--- config.mk ---
export PLATFORM = sky130hd
export DESIGN_NAME = touch_point_decode_scale_unit
export DESIGN_NICKNAME = d
export VERILOG_FILES = /design/src/rtl/tpds_pkg.sv /design/src/rtl/tpds_front.sv /design/src/rtl/tpds_queue.sv /design/src/rtl/tpds_back.sv /design/src/rtl/touch_point_decode_scale_unit.sv
export SDC_FILE = /design/constraint.sdc
export NUM_CORES = 2
export LEC_CHECK = 0
export BUFFER_PORTS_ARGS = -buffer_cell sky130_fd_sc_hd__buf_4
export CAP_MARGIN = 30
export CORE_ASPECT_RATIO = 1.5
export CORE_UTILIZATION = 65
export CTS_BUF_LIST = sky130_fd_sc_hd__clkbuf_4
export CTS_CLUSTER_DIAMETER = 150
export DETAILED_ROUTE_END_ITERATION = 12
export HOLD_SLACK_MARGIN = 0.12
export PLACE_DENSITY_LB_ADDON = 0.25
export RECOVER_POWER = 50
export SLEW_MARGIN = 20
export SYNTH_ARGS = -nofsm -noshare
export SYNTH_HDL_FRONTEND = slang
export SYNTH_HIERARCHICAL = 1
export SYNTH_SLANG_ARGS = --single-unit
--- constraint.sdc ---
create_clock -name clk -period 71.8 [get_ports clk]
set_clock_uncertainty 0.1 [all_clocks]
set_input_delay 10.77 -clock clk [delete_from_list [all_inputs] [get_ports clk]]
set_output_delay 10.77 -clock clk [all_outputs]
set_load 0.02 [all_outputs]
--- src/rtl/tpds_pkg.sv ---
// Shared types and constants for the touch-point decode and scale block.
package tpds_pkg;

    // Field widths fixed by the record format.
    localparam int RAW_W      = 12;
    localparam int POS_W      = 12;
    localparam int ID_W       = 4;
    localparam int CFG_IDX_W  = 3;
    localparam int CFG_DATA_W = 12;

    // Largest value an output coordinate can carry.
    localparam logic [POS_W-1:0] POS_MAX = 12'hFFF;

    // Event code that marks a finger in contact.
    localparam logic [1:0] EVT_CONTACT = 2'd2;

    // Configuration register indexes.
    localparam logic [CFG_IDX_W-1:0] CFG_X_LIMIT   = 3'd0;
    localparam logic [CFG_IDX_W-1:0] CFG_Y_LIMIT   = 3'd1;
    localparam logic [CFG_IDX_W-1:0] CFG_SWAP_AXES = 3'd2;
    localparam logic [CFG_IDX_W-1:0] CFG_FLIP_X    = 3'd3;
    localparam logic [CFG_IDX_W-1:0] CFG_FLIP_Y    = 3'd4;

    // Reset values of the limit registers.
    localparam logic [RAW_W-1:0] X_LIMIT_RST = 12'd540;
    localparam logic [RAW_W-1:0] Y_LIMIT_RST = 12'd960;

    // Configuration as seen by the front and back parts.
    typedef struct packed {
        logic [RAW_W-1:0] x_limit;
        logic [RAW_W-1:0] y_limit;
        logic             swap_axes;
        logic             flip_x;
        logic             flip_y;
    } cfg_t;

endpackage

--- src/rtl/tpds_front.sv ---
// Front part: accepts raw records, unpacks and clamps them and forms the scaled dividends.
module tpds_front
    import tpds_pkg::*;
#(
    parameter int LOGICAL_MAX = 4095,
    parameter int ITEM_W      = 2 * (RAW_W + $clog2(LOGICAL_MAX + 1)) + 6
)
(
    input  logic              clk,
    input  logic              rst_n,
    input  cfg_t              cfg,
    input  logic              in_valid,
    output logic              in_stall,
    input  logic [7:0]        xh_byte,
    input  logic [7:0]        xl_byte,
    input  logic [7:0]        yh_byte,
    input  logic [7:0]        yl_byte,
    input  logic              final_in,
    input  logic              queue_full,
    output logic              push_valid,
    output logic [ITEM_W-1:0] push_data
);

    localparam int LM_W = $clog2(LOGICAL_MAX + 1);
    localparam int PW   = RAW_W + LM_W;

    logic             vld_reg;
    logic [PW-1:0]    prod_x_reg;
    logic [PW-1:0]    prod_y_reg;
    logic             contact_reg;
    logic [ID_W-1:0]  id_reg;
    logic             final_reg;

    logic [RAW_W-1:0] raw_x;
    logic [RAW_W-1:0] raw_y;
    logic [RAW_W-1:0] clamp_x;
    logic [RAW_W-1:0] clamp_y;
    logic [PW-1:0]    prod_x_next;
    logic [PW-1:0]    prod_y_next;
    logic             load;

    // The held request moves on whenever the queue has room.
    assign in_stall   = vld_reg && queue_full;
    assign load       = !in_stall;
    assign push_valid = vld_reg && !queue_full;
    assign push_data  = {contact_reg, id_reg, final_reg, prod_x_reg, prod_y_reg};

    // Unpack the coordinates, clamp them to the limits and multiply by the logical range.
    always_comb
    begin
        raw_x       = {xh_byte[3:0], xl_byte};
        raw_y       = {yh_byte[3:0], yl_byte};
        clamp_x     = (raw_x > cfg.x_limit) ? cfg.x_limit : raw_x;
        clamp_y     = (raw_y > cfg.y_limit) ? cfg.y_limit : raw_y;
        prod_x_next = PW'(clamp_x) * PW'(LOGICAL_MAX);
        prod_y_next = PW'(clamp_y) * PW'(LOGICAL_MAX);
    end

    // Valid flag of the front register.
    always_ff @(posedge clk or negedge rst_n)
    begin
        if (!rst_n)
        begin
            vld_reg <= 1'b0;
        end
        else if (load)
        begin
            vld_reg <= in_valid;
        end
    end

    // Payload of the front register.
    always_ff @(posedge clk)
    begin
        if (load && in_valid)
        begin
            prod_x_reg  <= prod_x_next;
            prod_y_reg  <= prod_y_next;
            contact_reg <= (xh_byte[7:6] == EVT_CONTACT);
            id_reg      <= yh_byte[7:4];
            final_reg   <= final_in;
        end
    end

endmodule

--- src/rtl/tpds_queue.sv ---
// Short queue that decouples the front part from the divider pipeline.
module tpds_queue
#(
    parameter int DATA_W = 8,
    parameter int DEPTH  = 4
)
(
    input  logic              clk,
    input  logic              rst_n,
    input  logic              push_valid,
    input  logic [DATA_W-1:0] push_data,
    output logic              full,
    input  logic              pop_ready,
    output logic              pop_valid,
    output logic [DATA_W-1:0] pop_data
);

    localparam int AW = $clog2(DEPTH);
    localparam int CW = $clog2(DEPTH + 1);

    logic [DATA_W-1:0] entry_reg [0:DEPTH-1];
    logic [AW-1:0]     wptr_reg;
    logic [AW-1:0]     rptr_reg;
    logic [CW-1:0]     cnt_reg;
    logic [AW-1:0]     wptr_next;
    logic [AW-1:0]     rptr_next;
    logic [CW-1:0]     cnt_next;
    logic              do_push;
    logic              do_pop;

    assign full      = (cnt_reg == CW'(DEPTH));
    assign pop_valid = (cnt_reg != '0);
    assign pop_data  = entry_reg[rptr_reg];
    assign do_push   = push_valid && !full;
    assign do_pop    = pop_ready && pop_valid;

    // Pointer and fill count updates, wrapping at the depth.
    always_comb
    begin
        wptr_next = wptr_reg;
        rptr_next = rptr_reg;
        cnt_next  = cnt_reg;
        if (do_push)
        begin
            wptr_next = (wptr_reg == AW'(DEPTH - 1)) ? '0 : wptr_reg + 1'b1;
        end
        if (do_pop)
        begin
            rptr_next = (rptr_reg == AW'(DEPTH - 1)) ? '0 : rptr_reg + 1'b1;
        end
        if (do_push && !do_pop)
        begin
            cnt_next = cnt_reg + 1'b1;
        end
        else if (do_pop && !do_push)
        begin
            cnt_next = cnt_reg - 1'b1;
        end
    end

    always_ff @(posedge clk or negedge rst_n)
    begin
        if (!rst_n)
        begin
            wptr_reg <= '0;
            rptr_reg <= '0;
            cnt_reg  <= '0;
        end
        else
        begin
            wptr_reg <= wptr_next;
            rptr_reg <= rptr_next;
            cnt_reg  <= cnt_next;
        end
    end

    // Entry storage.
    always_ff @(posedge clk)
    begin
        if (do_push)
        begin
            entry_reg[wptr_reg] <= push_data;
        end
    end

endmodule

--- src/rtl/tpds_back.sv ---
// Back part: pipelined restoring dividers for both axes, then swap, mirror and saturate.
module tpds_back
    import tpds_pkg::*;
#(
    parameter int LOGICAL_MAX = 4095,
    parameter int ITEM_W      = 2 * (RAW_W + $clog2(LOGICAL_MAX + 1)) + 6
)
(
    input  logic              clk,
    input  logic              rst_n,
    input  cfg_t              cfg,
    input  logic              pop_valid,
    input  logic [ITEM_W-1:0] pop_data,
    output logic              pop_ready,
    output logic              out_valid,
    input  logic              out_stall,
    output logic              contact,
    output logic [ID_W-1:0]   touch_id,
    output logic [POS_W-1:0]  pos_x,
    output logic [POS_W-1:0]  pos_y,
    output logic              final_out
);

    localparam int LM_W = $clog2(LOGICAL_MAX + 1);
    localparam int PW   = RAW_W + LM_W;
    localparam int QW   = LM_W;

    // One slot per divider step; slot QW holds finished quotients.
    logic [RAW_W-1:0] rx_reg [0:QW];
    logic [RAW_W-1:0] ry_reg [0:QW];
    logic [QW-1:0]    lx_reg [0:QW];
    logic [QW-1:0]    ly_reg [0:QW];
    logic [QW-1:0]    qx_reg [0:QW];
    logic [QW-1:0]    qy_reg [0:QW];
    logic             ct_reg [0:QW];
    logic [ID_W-1:0]  id_reg [0:QW];
    logic             fn_reg [0:QW];
    logic [QW:0]      vld_reg;

    logic             out_valid_reg;
    logic             contact_reg;
    logic [ID_W-1:0]  touch_id_reg;
    logic [POS_W-1:0] pos_x_reg;
    logic [POS_W-1:0] pos_y_reg;
    logic             final_reg;

    logic             advance;
    logic [PW-1:0]    in_px;
    logic [PW-1:0]    in_py;
    logic [LM_W-1:0]  sx;
    logic [LM_W-1:0]  sy;
    logic [LM_W-1:0]  ax;
    logic [LM_W-1:0]  ay;
    logic [LM_W-1:0]  fx;
    logic [LM_W-1:0]  fy;
    logic [31:0]      wx;
    logic [31:0]      wy;
    logic [POS_W-1:0] pos_x_next;
    logic [POS_W-1:0] pos_y_next;

    // The whole pipeline moves together whenever the output register can take a request.
    assign advance   = !out_valid_reg || !out_stall;
    assign pop_ready = advance;
    assign in_px     = pop_data[2*PW-1:PW];
    assign in_py     = pop_data[PW-1:0];

    // Valid bits of the divider slots.
    always_ff @(posedge clk or negedge rst_n)
    begin
        if (!rst_n)
        begin
            vld_reg <= '0;
        end
        else if (advance)
        begin
            vld_reg <= {vld_reg[QW-1:0], pop_valid};
        end
    end

    // First slot: the upper product bits form the starting remainder.
    always_ff @(posedge clk)
    begin
        if (advance)
        begin
            rx_reg[0] <= in_px[PW-1:QW];
            ry_reg[0] <= in_py[PW-1:QW];
            lx_reg[0] <= in_px[QW-1:0];
            ly_reg[0] <= in_py[QW-1:0];
            qx_reg[0] <= '0;
            qy_reg[0] <= '0;
            ct_reg[0] <= pop_data[2*PW+5];
            id_reg[0] <= pop_data[2*PW+4:2*PW+1];
            fn_reg[0] <= pop_data[2*PW];
        end
    end

    // One quotient bit per slot for each axis.
    for (genvar k = 0; k < QW; k++)
    begin : g_step
        localparam int B = QW - 1 - k;
        logic [RAW_W:0]   tx;
        logic [RAW_W:0]   ty;
        logic [RAW_W:0]   dx;
        logic [RAW_W:0]   dy;
        logic             gx;
        logic             gy;
        logic [RAW_W-1:0] rx_next;
        logic [RAW_W-1:0] ry_next;
        logic [QW-1:0]    qx_next;
        logic [QW-1:0]    qy_next;

        always_comb
        begin
            tx      = {rx_reg[k], lx_reg[k][B]};
            ty      = {ry_reg[k], ly_reg[k][B]};
            gx      = (tx >= {1'b0, cfg.x_limit});
            gy      = (ty >= {1'b0, cfg.y_limit});
            dx      = tx - {1'b0, cfg.x_limit};
            dy      = ty - {1'b0, cfg.y_limit};
            rx_next = gx ? dx[RAW_W-1:0] : tx[RAW_W-1:0];
            ry_next = gy ? dy[RAW_W-1:0] : ty[RAW_W-1:0];
            qx_next    = qx_reg[k];
            qy_next    = qy_reg[k];
            qx_next[B] = gx;
            qy_next[B] = gy;
        end

        always_ff @(posedge clk)
        begin
            if (advance)
            begin
                rx_reg[k+1] <= rx_next;
                ry_reg[k+1] <= ry_next;
                lx_reg[k+1] <= lx_reg[k];
                ly_reg[k+1] <= ly_reg[k];
                qx_reg[k+1] <= qx_next;
                qy_reg[k+1] <= qy_next;
                ct_reg[k+1] <= ct_reg[k];
                id_reg[k+1] <= id_reg[k];
                fn_reg[k+1] <= fn_reg[k];
            end
        end
    end

    // A zero limit gives zero, then swap, mirror and saturate to the output width.
    always_comb
    begin
        sx = (cfg.x_limit == '0) ? '0 : qx_reg[QW];
        sy = (cfg.y_limit == '0) ? '0 : qy_reg[QW];
        ax = cfg.swap_axes ? sy : sx;
        ay = cfg.swap_axes ? sx : sy;
        fx = cfg.flip_x ? LM_W'(LOGICAL_MAX) - ax : ax;
        fy = cfg.flip_y ? LM_W'(LOGICAL_MAX) - ay : ay;
        wx = 32'(fx);
        wy = 32'(fy);
        pos_x_next = (wx > 32'(POS_MAX)) ? POS_MAX : wx[POS_W-1:0];
        pos_y_next = (wy > 32'(POS_MAX)) ? POS_MAX : wy[POS_W-1:0];
    end

    // Output register valid.
    always_ff @(posedge clk or negedge rst_n)
    begin
        if (!rst_n)
        begin
            out_valid_reg <= 1'b0;
        end
        else if (advance)
        begin
            out_valid_reg <= vld_reg[QW];
        end
    end

    // Output register payload.
    always_ff @(posedge clk)
    begin
        if (advance)
        begin
            contact_reg  <= ct_reg[QW];
            touch_id_reg <= id_reg[QW];
            pos_x_reg    <= pos_x_next;
            pos_y_reg    <= pos_y_next;
            final_reg    <= fn_reg[QW];
        end
    end

    assign out_valid = out_valid_reg;
    assign contact   = contact_reg;
    assign touch_id  = touch_id_reg;
    assign pos_x     = pos_x_reg;
    assign pos_y     = pos_y_reg;
    assign final_out = final_reg;

endmodule

--- src/rtl/touch_point_decode_scale_unit.sv ---
// Top level of the touch-point decoder and scaler: configuration registers and part wiring.
//
//   Channel   Handshake              Payload
//   input     in_valid / in_stall    xh_byte, xl_byte, yh_byte, yl_byte, final_in
//   output    out_valid / out_stall  contact, touch_id, pos_x, pos_y, final_out
//   config    cfg_we                 cfg_index, cfg_data
//
// One request is accepted per cycle while in_stall is low; a request passes through the front
// register, the queue, the divider steps (one per bit of LOGICAL_MAX) and the output register.
// rst_n is asynchronous; it clears valid flags and queue pointers and reloads config defaults.
// A stalled output holds the divider pipeline; the front keeps accepting until the
// four-entry queue fills, then raises in_stall.
module touch_point_decode_scale_unit
    import tpds_pkg::*;
#(
    parameter int LOGICAL_MAX = 4095
)
(
    input  logic                  clk,
    input  logic                  rst_n,
    input  logic                  cfg_we,
    input  logic [CFG_IDX_W-1:0]  cfg_index,
    input  logic [CFG_DATA_W-1:0] cfg_data,
    input  logic                  in_valid,
    output logic                  in_stall,
    input  logic [7:0]            xh_byte,
    input  logic [7:0]            xl_byte,
    input  logic [7:0]            yh_byte,
    input  logic [7:0]            yl_byte,
    input  logic                  final_in,
    output logic                  out_valid,
    input  logic                  out_stall,
    output logic                  contact,
    output logic [ID_W-1:0]       touch_id,
    output logic [POS_W-1:0]      pos_x,
    output logic [POS_W-1:0]      pos_y,
    output logic                  final_out
);

    localparam int LM_W   = $clog2(LOGICAL_MAX + 1);
    localparam int ITEM_W = 2 * (RAW_W + LM_W) + 6;

    cfg_t              cfg_reg;
    logic              push_valid;
    logic [ITEM_W-1:0] push_data;
    logic              queue_full;
    logic              pop_ready;
    logic              pop_valid;
    logic [ITEM_W-1:0] pop_data;

    // Configuration registers; writes to unknown indexes are dropped.
    always_ff @(posedge clk or negedge rst_n)
    begin
        if (!rst_n)
        begin
            cfg_reg.x_limit   <= X_LIMIT_RST;
            cfg_reg.y_limit   <= Y_LIMIT_RST;
            cfg_reg.swap_axes <= 1'b0;
            cfg_reg.flip_x    <= 1'b0;
            cfg_reg.flip_y    <= 1'b0;
        end
        else if (cfg_we)
        begin
            case (cfg_index)
                CFG_X_LIMIT:   cfg_reg.x_limit   <= cfg_data[RAW_W-1:0];
                CFG_Y_LIMIT:   cfg_reg.y_limit   <= cfg_data[RAW_W-1:0];
                CFG_SWAP_AXES: cfg_reg.swap_axes <= cfg_data[0];
                CFG_FLIP_X:    cfg_reg.flip_x    <= cfg_data[0];
                CFG_FLIP_Y:    cfg_reg.flip_y    <= cfg_data[0];
                default:       ;
            endcase
        end
    end

    // Front part: decode, clamp and multiply.
    tpds_front #(
        .LOGICAL_MAX (LOGICAL_MAX),
        .ITEM_W      (ITEM_W)
    ) u_front (
        .clk        (clk),
        .rst_n      (rst_n),
        .cfg        (cfg_reg),
        .in_valid   (in_valid),
        .in_stall   (in_stall),
        .xh_byte    (xh_byte),
        .xl_byte    (xl_byte),
        .yh_byte    (yh_byte),
        .yl_byte    (yl_byte),
        .final_in   (final_in),
        .queue_full (queue_full),
        .push_valid (push_valid),
        .push_data  (push_data)
    );

    // Queue between the two parts.
    tpds_queue #(
        .DATA_W (ITEM_W),
        .DEPTH  (4)
    ) u_queue (
        .clk        (clk),
        .rst_n      (rst_n),
        .push_valid (push_valid),
        .push_data  (push_data),
        .full       (queue_full),
        .pop_ready  (pop_ready),
        .pop_valid  (pop_valid),
        .pop_data   (pop_data)
    );

    // Back part: divide, swap, mirror and saturate.
    tpds_back #(
        .LOGICAL_MAX (LOGICAL_MAX),
        .ITEM_W      (ITEM_W)
    ) u_back (
        .clk       (clk),
        .rst_n     (rst_n),
        .cfg       (cfg_reg),
        .pop_valid (pop_valid),
        .pop_data  (pop_data),
        .pop_ready (pop_ready),
        .out_valid (out_valid),
        .out_stall (out_stall),
        .contact   (contact),
        .touch_id  (touch_id),
        .pos_x     (pos_x),
        .pos_y     (pos_y),
        .final_out (final_out)
    );

endmodule

==> metrics.md <==
| Metric | Value |
|---|---|
| DPL Wire Length | `76.74 mm` |
| DR vias/cell | `around 5.9` |
| Avg Inst Size Synth | `13.68 sq um` |
| Critical path type | `primary input to flip-flop` |
| Slowest stage delay, CP | `slightly above 0.6 ns` |
| Yosys warns | `6` |
| Fin nets | `between 5,000 and 6,000` |
| Detail-routed net length per standard cell | `around 19 um` |
| Worst hold path type | `flip-flop to flip-flop` |
| # resized after CTS | `0` |
| # hold bufs at CTS | `0` |
| Hold Path Origin | `u_back/qy_reg[8][11]` |
| Main synth FF type | `edfxtp_1` |
| Synth async-reset ratio | `0.04771` |
| Gp weighted congestion | `between 0.9 and 1` |
| Worst-path fanout max | `26` |
| Share of the yosys chip area belonging to registers | `0.5427` |
| CP cell instances | `buf_4 -> ha_1 -> nor2b_1 -> o211ai_1 -> a211o_1 -> a21oi_4 -> o21ai_0 -> ha_1 -> ha_1 -> xor2_1 -> ha_1 -> fa_1 -> fa_1 -> inv_1 -> fa_1 -> inv_1 -> ha_1 -> a21oi_1 -> o311ai_2 -> o21bai_2 -> a31oi_4 -> a221o_1 -> xor2_1` |
| Failing checks | `DRC, capacitance limit, slew limit` |
| Number of max-cap violations | `9` |
| Area of placed instances | `58,430 sq um` |
| Core area | `between 80,000 and 90,000 sq um` |
| Proportion of layout cells with a drive suffix above 1 | `0.1786` |
| EDFF count, synth | `roughly 980` |
| Vias | `33,930` |
| Clock latency on the worst-skew pair | `1.15 ns` |
| Root Driver | `clkbuf_4` |
| Max reg flops | `roughly 220` |
| Row cnt | `~130` |
| Area growth syn-to-layout | `8.774%` |
| Bufs on Longest Clock Path | `3` |
| Cells after synthesis | `4,123` |
| Peak Freq | `just under 60 MHz` |
| Yosys reg bits | `approximately 1,000` |
| Largest net degree at the start of global routing | `around 200` |
| ANT nets after route | `0` |
| Yosys cell types | `89` |
| RSZ-0062 raised after global routing | `no` |
| Die Wd | `about 240 um` |
| DRC viols | `2` |
| Postcts setup bufs | `0` |
| Minimum clock period | `roughly 17 ns` |
| # setup viols final | `0` |
| H-tree depth | `4` |
| CP most frequent cell | `ha_1` |
| CTS buffer count | `230` |
| DR iter-0 viols | `about 1,900` |
| Worst r2r src | `cfg_reg[14]` |
| Die area | `87,970 sq um` |
| CTS tree | `yes` |
| Net count of the mapped netlist | `between 4,000 and 5,000` |
| Family with the most delay on the worst path | `adder cells` |
| # IOs | `85` |
| Crit path launch | `xl_byte[1]` |
| Outcome | `complete, but fails checks` |
| # port buffers | `82` |
| Sink Count | `1,027` |
| Post-Route Setup TNS | `0 ns` |
| Gr ovfl total | `0` |
| Global-route wire length before repair | `between 150 and 200 mm` |
| Synthesized area | `56,400 sq um` |
| Fill count | `about 5,900` |
| TritonRoute pass-1 iters | `11` |
| Worst Tran Pin Value | `3.712 ns` |
| Post-Route WL | `between 100 and 150 mm` |
| Design Area, Final | `roughly 61,000 sq um` |
| Critical Path Sink Type | `flip-flop` |
| Crit path buf inv count | `3` |
| CP Launch Type | `primary input` |
| GRT Total Usage | `0.2508` |
| Worst EP arrival | `between 15 and 20 ns` |
| Clock slew at reported path FFs | `0.07 ns` |
| Fin. Hold Viols | `0` |
| Initial Utilization | `0.6542` |
| Fin crit share | `0.2352` |
| Slowest cell on crit path | `a21oi_4` |
| Die height | `around 360 um` |
| Req. time, crit path | `72.59 ns` |
| Max Slew Vio Count | `approximately 320` |
| Vias in the first global route | `roughly 36,000` |
| Max_slew headroom | `-1.475` |
| Initial antenna violation count | `3` |
[path summary, 6_finish.rpt]
kind	endpoint	slack, ns	cells past startpoint
worst max-delay path	u_front/prod_x_reg[22]	54.91	23
worst min-delay path	u_back/qy_reg[9][11]	0.29	0
worst max register to register	u_front/prod_y_reg[18]	63.96	24
worst min register to register	u_back/qy_reg[9][11]	0.29	0
max in group asynchronous	cfg_reg[0]	61.53	1
min in group asynchronous	cfg_reg[21]	9.56	1
[cell families after synthesis]
group	after synthesis	synth area share
AO/OA/AOI/OAI	796	0.09420
XOR/XNOR	250	0.03883
adder cells (fa/ha/maj)	588	0.1509
buffers and inverters	429	0.03133
flip-flops	1027	0.5427
multiplexers	340	0.07934
AND/OR/NAND/NOR	693	0.06274
[synthesized netlist by cell type, drive strengths merged, types with 16 or more instances]
cell type  count  area, sq um
a211oi        21        182.7
a21o         123        923.4
a21oi        258         1329
a31oi         20        140.1
and2          20        125.1
and3          35        219.0
buf           39        302.8
clkbuf        32        120.1
dfrtp         41         1026
edfxtp       978        29370
fa           154         3083
ha           433         5418
inv          358         1344
mux2         232         2714
mux2i         54        544.3
mux4          54         1216
nand2        133        501.7
nand2b        49        306.5
nand3        124        620.6
nor2         148        555.5
nor2b         58        370.3
nor3          33        176.4
nor4          26        162.7
o21a          47        352.8
o21ai        160        804.5
o311ai        23        216.5
o31a          25        219.0
o41a          18        202.7
or2           25        156.4
or3           16        115.1
xnor2        136         1191
xor2         114        998.5
[layout make-up]
cell class	instances	area [sq um]	area share
Sequential cell	1027	30610	0.4989
Multi-Input combinational cell	2667	24020	0.3916
Clock buffer	334	2507	0.04087
Tap cell	1139	1425	0.02323
Inverter	358	1344	0.02191
Timing Repair Buffer	120	883.3	0.01440
Clock inverter	86	535.5	0.008730
Antenna cell	8	20.02	0.0003263
[metal layers]
| metal | share of wire | track usage |
|---|---|---|
| met5 | 0 | 0 |
| met4 | 0.036 | 0.1200 |
| met3 | 0.037 | 0.04508 |
| met2 | 0.56 | 0.4754 |
| met1 | 0.37 | 0.2659 |
[cells in the final DEF, fill, tap and decap left out, types with 124 or more instances in the layout]
cell type,count
ha_1,433
nor2_1,148
xnor2_1,136
o21ai_0,159
nand3_1,124
inv_1,357
fa_1,154
a21oi_1,255
mux2_2,194
nand2_1,131
edfxtp_1,978
clkbuf_4,334
[metrics by stage]
step | hold slack (ns) | setup slack (ns) | utilization | std cells
5_1_grt | 0.3141 | 54.74 | 0.7115 | 5736
4_1_cts | 0.2917 | 55.07 | 0.7131 | 5730
3_3_place_gp | 0.3002 | 53.87 | 0.6771 | 5306
3_5_place_dp | 0.3045 | 53.78 | 0.6778 | 5310
6_report | 0.2851 | 54.91 | 0.7116 | 5739
2_1_floorplan | 0.3003 | 38.74 | - | 4123
[worst reg2reg max path, stage by stage, from the launching register on]
cell,delay [ns]
dfrtp_1,0.64
inv_1,0.10
ha_1,0.33
and3_1,0.19
nand4_1,0.14
a21oi_1,0.19
a211oi_2,0.08
a21oi_4,0.74
mux2_2,0.48
ha_1,0.21
a21oi_1,0.17
mux2i_1,0.24
fa_1,0.55
fa_1,0.53
fa_1,0.54
inv_1,0.05
fa_1,0.47
inv_1,0.05
ha_1,0.31
o21ai_0,0.12
a21boi_1,0.31
o2111ai_2,0.24
a21oi_1,0.39
mux2_1,0.37
o211ai_1,0.10
Power is not shown: default switching activity piles up to over one toggle a cycle in this logic, so the estimate is an artifact.
